`src/design/efa_pkg.sv`:
```
`default_nettype none
package efa_pkg;

    localparam int MAX_PIXELS_DEF = 262144;

    localparam int IDX_W = 24;
    localparam int COUNT_W = 32;
    localparam int PIX_W = 24;

    localparam int QDEPTH = 4;
    localparam int QPTR_W = $clog2(QDEPTH);

    localparam logic [1:0] ACT_EVENT = 2'd0;
    localparam logic [1:0] ACT_READ = 2'd1;
    localparam logic [1:0] ACT_READ_CLEAR = 2'd2;

    localparam logic [2:0] REG_ROI_X_START = 3'd0;
    localparam logic [2:0] REG_ROI_X_END = 3'd1;
    localparam logic [2:0] REG_ROI_Y_START = 3'd2;
    localparam logic [2:0] REG_ROI_Y_END = 3'd3;
    localparam logic [2:0] REG_ROW_STRIDE = 3'd4;
    localparam logic [2:0] REG_START_TIME = 3'd5;
    localparam logic [2:0] REG_ACC_MODE = 3'd6;
    localparam logic [2:0] REG_COLOR_PAIR = 3'd7;

    typedef enum logic [1:0] {
        OP_NONE,
        OP_EVENT,
        OP_READ,
        OP_CLEAR
    } t_op;

    typedef struct packed {
        logic [10:0] roi_x_start;
        logic [11:0] roi_x_end;
        logic [10:0] roi_y_start;
        logic [11:0] roi_y_end;
        logic [11:0] row_stride;
        logic [47:0] start_time;
        logic [1:0]  accumulate_mode;
        logic [15:0] color_pair;
    } t_cfg;

    typedef struct packed {
        t_op                op;
        logic [IDX_W-1:0]   addr;
        logic               polarity;
        logic               accepted;
        logic [COUNT_W-1:0] count;
    } t_cmd;

    typedef struct packed {
        logic               accepted;
        logic [PIX_W-1:0]   pixel_value;
        logic [COUNT_W-1:0] batch_count;
    } t_result;

endpackage
`default_nettype wire

```
`src/design/efa_queue.sv`:
```
`default_nettype none
module efa_queue (
    input  wire logic          i_clk,
    input  wire logic          i_rst_n,
    input  wire logic          i_push_valid,
    output logic               o_push_ready,
    input  wire efa_pkg::t_cmd i_push_data,
    output logic               o_pop_valid,
    input  wire logic          i_pop_ready,
    output efa_pkg::t_cmd      o_pop_data
);
    import efa_pkg::*;

    localparam logic [QPTR_W-1:0] LastSlot = QPTR_W'(QDEPTH - 1);
    localparam logic [QPTR_W:0] Full = (QPTR_W + 1)'(QDEPTH);

    t_cmd              r_slot [QDEPTH];
    logic [QPTR_W-1:0] r_wr_ptr;
    logic [QPTR_W-1:0] r_rd_ptr;
    logic [QPTR_W:0]   r_count;

    logic push;
    logic pop;

    assign o_push_ready = r_count != Full;
    assign o_pop_valid = r_count != '0;
    assign o_pop_data = r_slot[r_rd_ptr];
    assign push = i_push_valid && o_push_ready;
    assign pop = o_pop_valid && i_pop_ready;

    always_ff @(posedge i_clk) begin
        if (!i_rst_n) begin
            r_wr_ptr <= '0;
            r_rd_ptr <= '0;
            r_count <= '0;
        end else begin
            if (push) begin
                r_wr_ptr <= (r_wr_ptr == LastSlot) ? '0 : r_wr_ptr + 1'b1;
            end
            if (pop) begin
                r_rd_ptr <= (r_rd_ptr == LastSlot) ? '0 : r_rd_ptr + 1'b1;
            end
            if (push && !pop) begin
                r_count <= r_count + 1'b1;
            end else if (pop && !push) begin
                r_count <= r_count - 1'b1;
            end
        end
    end

    always_ff @(posedge i_clk) begin
        if (push) begin
            r_slot[r_wr_ptr] <= i_push_data;
        end
    end

endmodule
`default_nettype wire

```
`config.mk`:
```
export PLATFORM = sky130hd
export DESIGN_NAME = efa_queue
export DESIGN_NICKNAME = d
export VERILOG_FILES = /design/src/design/efa_pkg.sv /design/src/design/efa_queue.sv
export SDC_FILE = /design/constraint.sdc
export NUM_CORES = 1
export LEC_CHECK = 0
export BUFFER_PORTS_ARGS = -buffer_cell sky130_fd_sc_hd__clkbuf_2
export CAP_MARGIN = 20
export CORE_ASPECT_RATIO = 0.8
export CORE_UTILIZATION = 28
export CTS_CLUSTER_DIAMETER = 80
export DETAILED_ROUTE_END_ITERATION = 7
export PLACE_DENSITY = 0.45
export SETUP_SLACK_MARGIN = 0.3
export SYNTH_ARGS = -nofsm -noshare
export SYNTH_HDL_FRONTEND = slang
export SYNTH_SLANG_ARGS = --single-unit
```
`constraint.sdc`:
```
create_clock -name i_clk -period 4.3 [get_ports i_clk]
set_clock_uncertainty 0.2 [all_clocks]
set_input_delay 0.43 -clock i_clk [delete_from_list [all_inputs] [get_ports i_clk]]
set_output_delay 0.43 -clock i_clk [all_outputs]
set_load 0.05 [all_outputs]
```
## Yosys cells after proc, flatten, opt, wreduce, memory -nomap -nowiden

Memories as Yosys holds them, arrays and structs flattened. A register that Yosys moved wholly into a read port is not among the register bits.
Cells that the tools add are included.
W data, S select, Z words.

| storage, ports and cells | value |
|---|---|
| bits in registers | 7 |
| RAM bits | 240 |
| output and inout port bits | 62 |
| memories kept | 1 |

| operators by class | value |
|---|---|
| $add $sub $neg | 4 |
| eq/ne operators | 3 |
| mux-type cells | 8 |
| reductions and logical operators | 8 |

Memory list:

| name | depth | width | rd ports | clocked after Yosys merged registers in | write ports | RTL line | text |
|---|---|---|---|---|---|---|---|
| r_slot | 4 | 60 | 1 | 1 | 1 | efa_queue.sv:17 | `t_cmd r_slot [QDEPTH];` |

Operators with widths:

| operator | number |
|---|---|
| $mux W2 | 4 |
| $mux W3 | 2 |
| $add A2 B1 Y2 const B | 2 |
| $eq A2 B2 Y1 const B | 2 |
| $logic_and A1 B1 Y1 | 4 |
| $add A3 B1 Y3 const B | 1 |
| $ne A3 B3 Y1 const B | 1 |
| $reduce_bool A3 Y1 | 1 |
| $sub A3 B1 Y3 const B | 1 |
| $logic_not A1 Y1 | 2 |
| $mux W1 | 2 |
| $reduce_bool A2 Y1 | 1 |

## Logic depth before layout (Yosys ltp)

| logic depth | value |
|---|---|
| depth after elaboration | 6 |
| gate-level depth with buffers | 9 |
| depth with buffers taken out | 8 |

## Worst setup path after synthesis

Ideal clock, no wire load.

| path | value |
|---|---|
| path type | register -> register |
| from | register r_count[0] |
| to | register r_count[2] |
| library setup time | 0.076 ns |
| data arrival time | 2.155 ns |
| path slack | 1.869 ns |
| stages on the path, launching flop included | 10 |
| path buffers | 1 |
| clock period less this slack | 2.431 ns |
| path through | dfxtp_1 -> or3b_1 -> buf_6 -> and2_4 -> ha_1 -> inv_1 -> fa_1 -> xor2_1 -> or3_2 -> a21boi_0 |

| between the ends | value |
|---|---|
| cells in the longest elaborated chain, start to end | 5 |
| elaborated cells on any way between the ends | 13 |
| classes of those cells | add/sub: 2; eq/ne: 1; mux: 2; reduce/logical: 8 |

Ends and longest elaborated chain:

| item | RTL line | text |
|---|---|---|
| start: declaration | efa_queue.sv:20 | `logic [QPTR_W:0] r_count;` |
| start signal: assignment | efa_queue.sv:44 | `r_count <= r_count + 1'b1;` |
| start signal: assignment | efa_queue.sv:46 | `r_count <= r_count - 1'b1;` |
| $ne A3 B3 Y1 * | efa_queue.sv:25 | `assign o_push_ready = r_count != Full;` |
| net o_push_ready | efa_queue.sv:6 | `output logic o_push_ready,` |
| $logic_and A1 B1 Y1 * | efa_queue.sv:28 | `assign push = i_push_valid && o_push_ready;` |
| net push | efa_queue.sv:22 | `logic push;` |
| $logic_not A1 Y1 | efa_queue.sv:45 | `end else if (pop && !push) begin` |
| $logic_and A1 B1 Y1 | efa_queue.sv:45 |  |
| $reduce_bool A2 Y1 (no source line) | n/a |  |

Mark *: on every way through the listed nets, which the timed path passes. The rest lies on a longest branch. The select of a mux whose other input is x is not followed.
A chain may end at the register's enable or synchronous reset.

==> results.md <==
- By area the synthesized netlist is led by edfxtp_1 (79%), mux4_2 (15%), dfxtp_1 (2.0%), ha_1 (0.82%), buf_4 (0.49%).
- Derived from the worst setup path, the maximum achievable clock frequency is 319 MHz.
- The number of setup buffers added after CTS is 0.
- Detailed placement finished with a half-perimeter wire length of 9570 um.
- The number of max-slew violations in the final report is 0.
- The synthesized-area fraction occupied by ao, oa, aoi and oai cells is 0.384%.
- The first global-routing pass estimated 28,000 um of wire.
- The global-route met1 utilization is 14.3%.
- The portion of netlist area occupied by mux cells is 15.0%.
- The remaining global-route overflow is 0.
- The number of hold-slack violations in the final timing report was 0.
- The post-route clock period utilization is 72.9%.
- In this run the mean area of a mapped cell was 25.0 um2.
- The clock sink total is 249.
- The remaining antenna violation count after routing is 0.
- The CTS tree is yes.
- The maximum count of clock buffers along a single path is 3.
- The synthesized design devotes to its leading area cell type 79.0% of total area.
- The synthesized netlist devotes 0.192% of its cell area to XOR and XNOR gates.
- The finished cells cover 11,600 um2.
- The master cell of the clock root buffer is clkbuf_16.
- Data on the critical path arrives at its endpoint at 2500 ps.
- The critical path class is reg -> out.
- The proportion of power drawn by flip-flops and latches is 43.0%.
- The placeable core region is 31,700 um2.
- The register area share after synthesis is 80.9%.
- In the layout the commonest cells are edfxtp_1 (240), clkbuf_2 (125), mux4_2 (60), dlygate4sd3_1 (60), clkbuf_16 (27).
- 126 I/O pins were placed.
- The number of warnings reported in the yosys synthesis log is 0.
- Before antenna repair, the detailed router went through 4 iterations.
- Setup violations remaining at the end of the flow were counted as 0.
- Setup repair after global routing left no endpoint under its margin.
- After clock tree synthesis, the clock-pin slew on the worst setup and hold paths is 60 ps.
- After synthesis, the netlist uses 27 different library cells.
- The antenna cell count is 0.
- Of all nets on the critical path, the largest fanout is 37.
- At the later pin of the worst-skew pair, clock insertion delay measures 530 ps.
- The flow ran to the end, and the final reports show no timing, DRC or antenna violations.
- The library cell used most frequently in the layout, excluding fill and tap cells, is edfxtp_1.
- Summing all placed instances gives a cell area of 10,200 um2.
- The die is 204 um wide.
- For this block, the initial DRC count from the detailed router was 238.
- The height of the chip is 163 um.
- The tool flagged a number of max-cap violations equal to 0.
- The power density over the cells is 621 nW/um2.
- The maximum number of pins on one net before global-route repair is 61.
- In this run, synthesis produced a sequential element count of 249.
- In this run, CTS created clock tree buffers numbering 27.
- STA classifies the critical path endpoint as an output port.
- The total track usage is 11.2%.
- Data on the critical path is required at its endpoint by 3670 ps.
- The leakage power is 0.00389 uW.
- The synthesized netlist devotes 1.04% of its cell area to adder and majority cells.
- After the last flow step, the layout net total stands at 636.
- The worst hold path class is in -> reg.
- The total number of vias is 4,397.
- The met2 track demand over resource is 18.4%.
- The die area is 33,300 um2.
- The maximum ir drop on the vdd rail is 0.290 mV.
- In this run, post-CTS hold repair placed 60 buffers.
- edfxtp_1 takes more of the synthesized area than any other cell.
- Including well taps, the total number of placed cells is 895.
- The post-synth net total is 436.
- The met3 usage in global routing is 3.37%.
- The analysis attributes to net switching a power of 2470 uW.
- Row generation in the floorplan step produced 58 rows.
- The internal power is 4760 uW.
- The simple-gate portion of the synthesized area is 1.29%.
- Once layout is complete, the cells apart from fillers number 1,006.
- The layer with the highest usage is met2.
- Post-CTS repair changed the size of 0 cells.
- The switching fraction of total power is 34.2%.
- The number of global-route vias before repair is 4,882.
- The total number of H-tree levels is 1.
- At the pin with the least slew margin, the transition time is 1040 ps.
- The routed wirelength normalized by instance count is 18.1 um.
- The DRC violations left is 0.
- The weighted congestion at the end of routability-driven global placement is 0.705.
- Setup total negative slack on the finished layout was measured at 0 ps.
- The count of buffers added on input and output ports is 125.
- The dominant combinational cell family by area after synthesis is multiplexers.
- The initial antenna violation count was 0.
- The sort of element at the start of the critical path is a flop.
- The cell count after synthesis came out at 365.
- Headroom to the max-slew limit came out at 30.8%.
- The area of the mapped netlist is 9130 um2.
- The post-route minimum period is 3130 ps.
- After detailed routing, the total wire length is 18,200 um.
- Once the floorplan was initialized, standard cells occupied 28.8% of the core.
- The fraction of power consumed by combinational cells is 28.5%.
- The average via count per standard cell is 4.37.
- The part of the total power dissipated in the clock network is 28.4%.
- Of the cells placed in the final design, the portion with a size suffix greater than 1 is 39.6%.
- Compared with the post-synthesis result, the final layout area differs by 27.5%.
-- power by group through the flow --
stage	Clock, uW	Combinational, uW	Sequential, uW
final	2060	2060	3110
after global routing	2230	2180	3150
after CTS	2130	2110	3130
after detailed placement	0	2060	3180
after global placement	0	2040	3160
after floorplan	0	1670	3040
-- critical path, cell delays in order, from the launching register on --
cell,delay (ps)
dfxtp_4,690
buf_12,350
mux4_2,560
clkbuf_2,270
-- cell type report --
class	count	area, um2
clock buffer	35	706
timing repair buffer	187	1270
fill	2915	20100
clock inverter	15	78.8
tap	420	526
inverter	3	11.3
sequential	249	7390
multi-input combinational	97	1650
-- worst paths after layout --
kind | from | end | slack [ps] | depth (start not counted)
max reg2reg | r_count[0]$_SDFFE_PN0P_ | r_count[2]$_SDFFE_PN0P_ | 1630 | 8
min | i_push_valid | r_wr_ptr[0]$_SDFFE_PN0P_ | 40 | 3
min reg2reg | r_wr_ptr[1]$_SDFFE_PN0P_ | r_wr_ptr[1]$_SDFFE_PN0P_ | 310 | 2
max | flop | o_pop_data[8] | 1170 | 3
-- Yosys cell counts --
master	number
and2_1	1
nand2_1	5
dfxtp_1	9
inv_1	3
or3b_1	1
xnor2_1	1
fa_1	1
mux2i_1	2
o31ai_1	1
o21ai_0	3
nand4_1	1
xor2_1	1
o21ai_1	1
buf_2	1
and2_4	1
edfxtp_1	240
buf_6	1
mux4_2	60
nand3_1	2
nor2_1	2
or3_2	2
nor2b_1	1
ha_1	6
a21boi_0	1
clkbuf_1	8
buf_4	6
and3_2	4
-- state kept, by name (all words and copies together), names as in the netlist, named ones only --
signal / cells
r_slot: 240
r_wr_ptr: 2
r_rd_ptr: 2
r_count: 3
-- cell families after synthesis --
logic type | count (synthesis)
xor+xnor | 2
simple gates | 20
buf+inv | 19
mux | 62
flops | 249
fa+ha+maj | 7
compound gates | 6
-- per-layer routing --
metal  part of all wire [%]  routed length (um)
met5                      0                   0
met4                    2.3                 425
met3                    5.8                1060
met2                     48                8670
met1                     44                8010
-- stage by stage --
step	utilization [%]	hold slack (ps)	total power, uW	setup WS, ps
detailed placement	32.3	291	5230	1610
floorplan	-	268	4710	1870
global route	36.7	24.5	7560	968
finish	36.7	43.9	7230	1170
global placement	32.3	276	5200	1630
CTS	36.6	15.7	7370	1060
Power figures use the tool's default switching activity.
