`src/design/efa_pkg.sv`:
```
`default_nettype none
package efa_pkg;

    localparam int MAX_PIXELS_DEF = 262144;

    localparam int IDX_W = 24;
    localparam int COUNT_W = 32;
    localparam int PIX_W = 24;

    localparam int QDEPTH = 4;
    localparam int QPTR_W = $clog2(QDEPTH);

    localparam logic [1:0] ACT_EVENT = 2'd0;
    localparam logic [1:0] ACT_READ = 2'd1;
    localparam logic [1:0] ACT_READ_CLEAR = 2'd2;

    localparam logic [2:0] REG_ROI_X_START = 3'd0;
    localparam logic [2:0] REG_ROI_X_END = 3'd1;
    localparam logic [2:0] REG_ROI_Y_START = 3'd2;
    localparam logic [2:0] REG_ROI_Y_END = 3'd3;
    localparam logic [2:0] REG_ROW_STRIDE = 3'd4;
    localparam logic [2:0] REG_START_TIME = 3'd5;
    localparam logic [2:0] REG_ACC_MODE = 3'd6;
    localparam logic [2:0] REG_COLOR_PAIR = 3'd7;

    typedef enum logic [1:0] {
        OP_NONE,
        OP_EVENT,
        OP_READ,
        OP_CLEAR
    } t_op;

    typedef struct packed {
        logic [10:0] roi_x_start;
        logic [11:0] roi_x_end;
        logic [10:0] roi_y_start;
        logic [11:0] roi_y_end;
        logic [11:0] row_stride;
        logic [47:0] start_time;
        logic [1:0]  accumulate_mode;
        logic [15:0] color_pair;
    } t_cfg;

    typedef struct packed {
        t_op                op;
        logic [IDX_W-1:0]   addr;
        logic               polarity;
        logic               accepted;
        logic [COUNT_W-1:0] count;
    } t_cmd;

    typedef struct packed {
        logic               accepted;
        logic [PIX_W-1:0]   pixel_value;
        logic [COUNT_W-1:0] batch_count;
    } t_result;

endpackage
`default_nettype wire

```
`src/design/efa_front.sv`:
```
`default_nettype none
module efa_front #(
    parameter int MAX_PIXELS = efa_pkg::MAX_PIXELS_DEF
) (
    input  wire logic          i_clk,
    input  wire logic          i_rst_n,
    input  wire efa_pkg::t_cfg i_cfg,
    input  wire logic          i_hold,
    input  wire logic          i_valid,
    output logic               o_ready,
    input  wire logic [1:0]    i_action,
    input  wire logic [10:0]   i_event_x,
    input  wire logic [10:0]   i_event_y,
    input  wire logic          i_event_polarity,
    input  wire logic [47:0]   i_event_time,
    input  wire logic [17:0]   i_pixel_index,
    input  wire logic          i_last_in_batch,
    output logic               o_push_valid,
    input  wire logic          i_push_ready,
    output efa_pkg::t_cmd      o_push_data
);
    import efa_pkg::*;

    localparam logic [IDX_W-1:0] MaxPix = IDX_W'(MAX_PIXELS);

    logic               r_s1_v;
    logic [1:0]         r_s1_action;
    logic               r_s1_keep;
    logic [10:0]        r_s1_dx;
    logic [10:0]        r_s1_dy;
    logic               r_s1_pol;
    logic [17:0]        r_s1_pidx;
    logic               r_s1_last;

    logic               r_s2_v;
    logic [1:0]         r_s2_action;
    logic               r_s2_keep;
    logic [22:0]        r_s2_prod;
    logic [10:0]        r_s2_dx;
    logic               r_s2_pol;
    logic [17:0]        r_s2_pidx;
    logic               r_s2_last;

    logic [COUNT_W-1:0] r_total;

    logic               en1;
    logic               en2;
    logic               in_fire;
    logic               push_fire;
    logic               n_keep;
    logic [22:0]        n_prod;
    logic [IDX_W-1:0]   idx;
    logic [IDX_W-1:0]   pidx_ext;
    logic               ev_ok;
    logic               pidx_ok;
    logic [COUNT_W-1:0] total_inc;
    logic [COUNT_W-1:0] cnt;

    assign en2 = !r_s2_v || i_push_ready;
    assign en1 = !r_s1_v || en2;
    assign o_ready = en1 && !i_hold;
    assign in_fire = i_valid && o_ready;
    assign push_fire = r_s2_v && i_push_ready;

    assign n_keep = (i_action == ACT_EVENT) && (i_event_time >= i_cfg.start_time)
        && (i_event_x >= i_cfg.roi_x_start) && ({1'b0, i_event_x} < i_cfg.roi_x_end)
        && (i_event_y >= i_cfg.roi_y_start) && ({1'b0, i_event_y} < i_cfg.roi_y_end);

    assign n_prod = 23'(r_s1_dy) * 23'(i_cfg.row_stride);

    assign idx = IDX_W'(r_s2_prod) + IDX_W'(r_s2_dx);
    assign pidx_ext = IDX_W'(r_s2_pidx);
    assign ev_ok = r_s2_keep && (idx < MaxPix);
    assign pidx_ok = pidx_ext < MaxPix;
    assign total_inc = (r_total != '1) ? r_total + 1'b1 : r_total;
    assign cnt = ev_ok ? total_inc : r_total;

    always_comb begin
        o_push_data.op = OP_NONE;
        o_push_data.addr = pidx_ext;
        o_push_data.polarity = r_s2_pol;
        o_push_data.accepted = 1'b0;
        o_push_data.count = r_total;
        if (r_s2_action == ACT_EVENT) begin
            o_push_data.addr = idx;
            o_push_data.accepted = ev_ok;
            o_push_data.count = cnt;
            if (ev_ok) begin
                o_push_data.op = OP_EVENT;
            end
        end else if (pidx_ok && r_s2_action == ACT_READ) begin
            o_push_data.op = OP_READ;
        end else if (pidx_ok && r_s2_action == ACT_READ_CLEAR) begin
            o_push_data.op = OP_CLEAR;
        end
    end

    assign o_push_valid = r_s2_v;

    always_ff @(posedge i_clk) begin
        if (!i_rst_n) begin
            r_s1_v <= 1'b0;
            r_s2_v <= 1'b0;
            r_total <= '0;
        end else begin
            if (en1) begin
                r_s1_v <= in_fire;
            end
            if (en2) begin
                r_s2_v <= r_s1_v;
            end
            if (push_fire && r_s2_action == ACT_EVENT) begin
                r_total <= r_s2_last ? '0 : cnt;
            end
        end
    end

    always_ff @(posedge i_clk) begin
        if (en1) begin
            r_s1_action <= i_action;
            r_s1_keep <= n_keep;
            r_s1_dx <= i_event_x - i_cfg.roi_x_start;
            r_s1_dy <= i_event_y - i_cfg.roi_y_start;
            r_s1_pol <= i_event_polarity;
            r_s1_pidx <= i_pixel_index;
            r_s1_last <= i_last_in_batch;
        end
        if (en2) begin
            r_s2_action <= r_s1_action;
            r_s2_keep <= r_s1_keep;
            r_s2_prod <= n_prod;
            r_s2_dx <= r_s1_dx;
            r_s2_pol <= r_s1_pol;
            r_s2_pidx <= r_s1_pidx;
            r_s2_last <= r_s1_last;
        end
    end

endmodule
`default_nettype wire

```
`config.mk`:
```
export PLATFORM = sky130hd
export DESIGN_NAME = efa_front
export DESIGN_NICKNAME = d
export VERILOG_FILES = /design/src/design/efa_pkg.sv /design/src/design/efa_front.sv
export SDC_FILE = /design/constraint.sdc
export NUM_CORES = 1
export LEC_CHECK = 0
export BUFFER_PORTS_ARGS = -buffer_cell sky130_fd_sc_hd__buf_2
export CELL_PAD_IN_SITES_DETAIL_PLACEMENT = 2
export CELL_PAD_IN_SITES_GLOBAL_PLACEMENT = 2
export CORE_MARGIN = 1
export CORE_UTILIZATION = 34
export DETAILED_ROUTE_END_ITERATION = 10
export HOLD_SLACK_MARGIN = 0.12
export PLACE_DENSITY = 0.88
export SLEW_MARGIN = 10
export SYNTH_ARGS = -nofsm -noshare
export SYNTH_HDL_FRONTEND = slang
export SYNTH_SLANG_ARGS = --single-unit
```
`constraint.sdc`:
```
create_clock -name i_clk -period 6.3 [get_ports i_clk]
set_input_delay 0.63 -clock i_clk [delete_from_list [all_inputs] [get_ports i_clk]]
set_output_delay 0.63 -clock i_clk [all_outputs]
set_load 0.01 [all_outputs]
```
Yosys cells after proc, flatten, opt, wreduce, memory -nomap -nowiden --
Cells that the tools add are included. Widths: inputs -> output; s select.
Operators by class: shift operators 0, eq/ne operators 3, multiplexer cells 9, reduce and logical (&&, ||, !) cells 19, add/sub/neg operators 4, order comparisons 7, bitwise gates (word level) 0, multiply operators 1, divide/modulo/power cells 0
Operator list (number):
- $mux 32 | 3
- $ge 48x48->1 | 1
- $mux 33 | 1
- $add 32x1->32 const B | 1
- $ne 32x32->1 const B | 1
- $add 23x11->24 | 1
- $lt 11x12->1 | 2
- $lt 24x19->1 const B | 1
- $mux 24 | 1
- $mul 11x12->23 | 1
- $ge 11x11->1 | 2
- $sub 11x11->11 | 2
- $lt 18x19->1 const B | 1
- $logic_and 1x1->1 | 12
- $mux 2 | 3
- $logic_not 2->1 | 2
- $logic_not 1->1 | 3
- $eq 2x1->1 const B | 1
- $eq 2x2->1 const B | 1
- $logic_or 1x1->1 | 2
- $mux 1 | 1
Storage, ports and cells: register bits 136, output and inout port bits 62, RAM bits 0, memories 0, memory bits (read-only) 0, bits of input ports 221, bits in latches 0, word-level logic and storage cells 60

Longest topological paths before layout --
depth after elaboration 6, mapped depth 21, mapped depth without buffers 20

Worst setup path after synthesis --
OpenSTA, ideal clock, no wires.
kind in2reg, start point input i_cfg[69] in the netlist's numbering, end point register r_s2_prod[22] (data pin), data required time 6.034 ns, arrival 5.535 ns, stages 20, slack 0.498 ns, buffers on the path 1, setup time 0.266 ns, cell sequence clkbuf_1 and2_1 fa_1 inv_1 fa_1 inv_1 fa_1 fa_1 inv_1 fa_1 inv_1 ha_1 and3_1 and3_1 a21oi_1 o211ai_1 a21oi_1 o41ai_1 mux2i_1 nand4_1
On the way: word-level cells in the longest chain between the ends 1
RTL lines:
- start: declaration | line efa_front.sv:7 | input wire efa_pkg::t_cfg i_cfg,
- $mul 11x12->23 | line efa_front.sv:69 | assign n_prod = 23'(r_s1_dy) * 23'(i_cfg.row_stride);
- net n_prod[22] | line efa_front.sv:51 | logic [22:0] n_prod;
- end signal: assignment | line efa_front.sv:131 | r_s2_prod <= n_prod;
- end: declaration | line efa_front.sv:38 | logic [22:0] r_s2_prod;
The timed path passes the listed nets, and every way through them passes these cells. A chain may end at the register's enable or synchronous reset.

Worst setup path after layout --
start point register r_s1_dy[7], end point register r_s2_prod[22] (data pin)
On the way: word-level cells in the longest chain between the ends 1
RTL lines:
- start: declaration | line efa_front.sv:30 | logic [10:0] r_s1_dy;
- start signal: assignment | line efa_front.sv:123 | r_s1_dy <= i_event_y - i_cfg.roi_y_start;
- $mul 11x12->23 | line efa_front.sv:69
- net n_prod[22] | line efa_front.sv:51
The timed path passes the listed nets, and every way through them passes these cells.

==> results.md <==
- Status: finished, final reports clean
- GR peak layer: met2
- Global Route Usage Sum: about 25%
- WL per Instance: 22.4 µm
- Syn Nets: between 1500 and 2000
- Cell taking the most area after synthesis: edfxtp_1
- Starting Density: 34.6%
- Gr ovfl total: 0
- Sequential cell area fraction in the yosys report: a little over a quarter
- Drc violations: 0
- Area Growth Syn to Fin: 18.8%
- Synth top area cells: edfxtp_1 22%, ha_1 15%, fa_1 13%, inv_1 6.7%, dfxtp_1 4.9%
- Setup WS post-layout: approximately 0.12 ns
- Worst slew margin relative to its limit: 22.0%
- CTS tree: done
- CP Capture Type: flip-flop
- Slew Viols, Final: 0
- H-tree depth: 4
- Drt initial violations: around 470
- Pre-antenna DRT Iters: 4
- Synth top cells by count: 246 x inv_1, 165 x ha_1, 126 x nand2_1
- RR Startpoint: r_s1_dy[7]
- CTS Hold Bufs: 0
- Largest net degree at the start of global routing: 90
- Worst Max-Slew Pin Slew: 1.16 ns
- Post-DRT Antenna Nets: 0
- First-pass GRT wire length: roughly 80000 µm
- Chip height: between 200 and 250 µm
- Fin crit share: a little over nine tenths
- Core area: between 30000 and 40000 µm²
- PD cells: about 540 nW/µm²
- Std-Cell Rows: 73
- Post-Route WL: around 52000 µm
- Worst clock skew: around 0.013 ns
- Lkg Pwr: between 0.007 and 0.008 µW
- Clock Sinks: approximately 140
- Die area: between 40000 and 50000 µm²
- Final GP Congestion: roughly 0.87
- Max Cap Violations: 0
- Global-route met2 utilization: 48.0%
- Via count: between 10000 and 15000
- Hold Path Class: in2reg
- Count leader, synth: inv_1
- Synth warn: 0
- Port-buffer cells: about 260
- Hold Vio Cnt, Final: 0
- Netlist cell types: 64
- Post-synth EDFFs: 102
- CP Max Fanout: 8
- Final #Nets: 2241
- Main synth FF type: edfxtp_1
- Asr flop ratio synth: 0%
- Reg2reg setup slack: ~0.12 ns
- Met1 GRT Util: roughly 27%
- WP data arrival: ~6.3 ns
- CP startpoint kind: flip-flop
- Post-synth top area share: 22.2%
- Synthesized cell area: ~14000 µm²
- Tightest hold margin: around 0.37 ns
- Drt via density: 5.38
- Achievable Freq: 162 MHz
- Worst Hold Launch: i_pixel_index[11]
- I/O pin cnt: between 200 and 300
- Max VDD drop: just under 0.4 mV
- Syn_area_per_cell: 9.14 µm²
- Yosys reg bits: 136
- Hpwl dp: a little under 40000 µm
- Max Root-Sink Buffers: 2
- Post-Place Worst Slack: -0.135 ns
- Vias in the first global route: ~14000
- CTS Buf Count: 17
- CTS clk-pin slew, worst paths: approximately 0.070 ns
- Fin crit period: approximately 6 ns
- Met3 usage: approximately 5%
- Cells after Synth: approximately 1500
- Setup violators final: 0
- Critical path required time: roughly 6.5 ns
- Antenna violations before repair: 4
- Die W: 203 µm
- Share of layout cells above drive strength 1: between 10% and 20%
- Clock root cell: clkbuf_16
- Clk_lat worst skew: between 0.4 and 0.5 ns
- Crit Path Class: reg2reg
- Crit path launch: r_s1_dy[7]
==> cell families (layout without fill, tap and decap cells) <==
logic type | Yosys count | after routing | share of synthesized area [%]
fa+ha+maj | 257 | 257 | 28.3
compound gates | 262 | 262 | 12.8
simple gates | 454 | 454 | 17.0
buf+inv | 306 | 573 | 8.45
xor+xnor | 81 | 81 | 5.15
mux | 13 | 13 | 1.04
flops | 136 | 136 | 27.2
other cells | 0 | 2 | 0
==> area by class of cell <==
cell class / count / area, µm²
diodes: 2 / 5.00
clock buffers: 17 / 425
clock inverters: 15 / 160
fillers: 4420 / 23400
inverters: 246 / 923
multi-input cells: 1067 / 8890
flip-flops and latches: 136 / 3740
well taps: 525 / 657
repair buffers: 295 / 1570
==> worst paths after layout <==
check / end / cells past startpoint
min: r_s1_pidx[11] / 1
max reg2reg: r_s2_prod[22] / 18
min reg2reg: r_s2_pidx[13] / 0
max: r_s2_prod[22] / 18
==> power breakdown <==
| part | leakage [µW] | switching (µW) | internal [µW] | total [µW] |
|---|---|---|---|---|
| registers | 0.00135 | 124 | 1370 | 1490 |
| logic | 0.00623 | 3800 | 2480 | 6270 |
| clock network | 0.000283 | 468 | 562 | 1030 |
| total | 0.00787 | 4390 | 4410 | 8800 |
==> state kept, by name, summed over array words and instances, names as in the netlist, 2 cells and up <==
name / flops
r_s2_prod: 23
r_s1_pidx: 18
r_s1_dx: 11
r_s2_dx: 11
r_s1_action: 2
r_s2_action: 2
r_s2_pidx: 18
r_total: 32
r_s1_dy: 11
==> placed cells by master (no fill, tap or decap), types with 6 or more instances in the layout <==
master,instances
buf_2,264
inv_1,245
ha_1,164
nand2_1,125
edfxtp_1,102
fa_1,92
and2_1,83
xnor2_1,63
a21oi_1,58
nand3_1,53
nor2_1,49
a21o_1,38
nand4_1,36
dfxtp_1,34
a31oi_1,32
nor3_1,30
o21ai_0,30
buf_4,30
and3_1,24
a211o_1,21
xor2_1,18
clkbuf_16,17
nor2b_1,13
o211ai_1,12
nand2b_1,12
a211oi_1,11
mux2_2,10
o21a_1,9
nor4_1,9
o21bai_1,7
o21ai_1,6
==> worst max-delay path, cell delays in order (launching register included) <==
cell and delay (ns):
edfxtp_1 0.48, buf_4 0.22, and2_1 0.18, fa_1 0.57, fa_1 0.49, fa_1 0.56, fa_1 0.59, inv_1 0.07
fa_1 0.55, inv_1 0.05, ha_1 0.35, and3_1 0.30, nand3_1 0.17, o211ai_1 0.29, a21oi_1 0.16, o41ai_2 0.40
buf_4 0.18, mux2i_1 0.18, nand4_1 0.09
==> layer usage <==
metal | share of wire, % | up-vias
met4 | 2.5 | 4
met2 | 54 | 367
li1 | - | 5672
met3 | 5.0 | 90
met5 | 0.043 | -
met1 | 39 | 6264
==> stage by stage <==
| stage | std cells | power (µW) | cell area (µm²) | util [%] | TNS, ns |
|---|---|---|---|---|---|
| 6_report | 2303 | 8800 | 16400 | 41.1 | 0 |
| 5_1_grt | 2301 | 9450 | 16400 | 41.1 | -0.0960 |
| 4_1_cts | 2287 | 8670 | 16300 | 40.8 | 0 |
| 3_5_place_dp | 2248 | 7200 | 15600 | 39.2 | -0.135 |
| 3_3_place_gp | 2248 | 6520 | 15600 | 39.2 | 0 |
| 2_1_floorplan | 1509 | 5410 | 13800 | - | 0 |
==> what timing repair did <==
action | 4_1_cts | 5_1_grt
gates resized for setup | 0 | 1
endpoints found under the setup margin | 1 | 2
pin swaps | 0 | 1
buffers inserted | 7 | 14
Note: power is estimated with default switching activity, not from simulation.
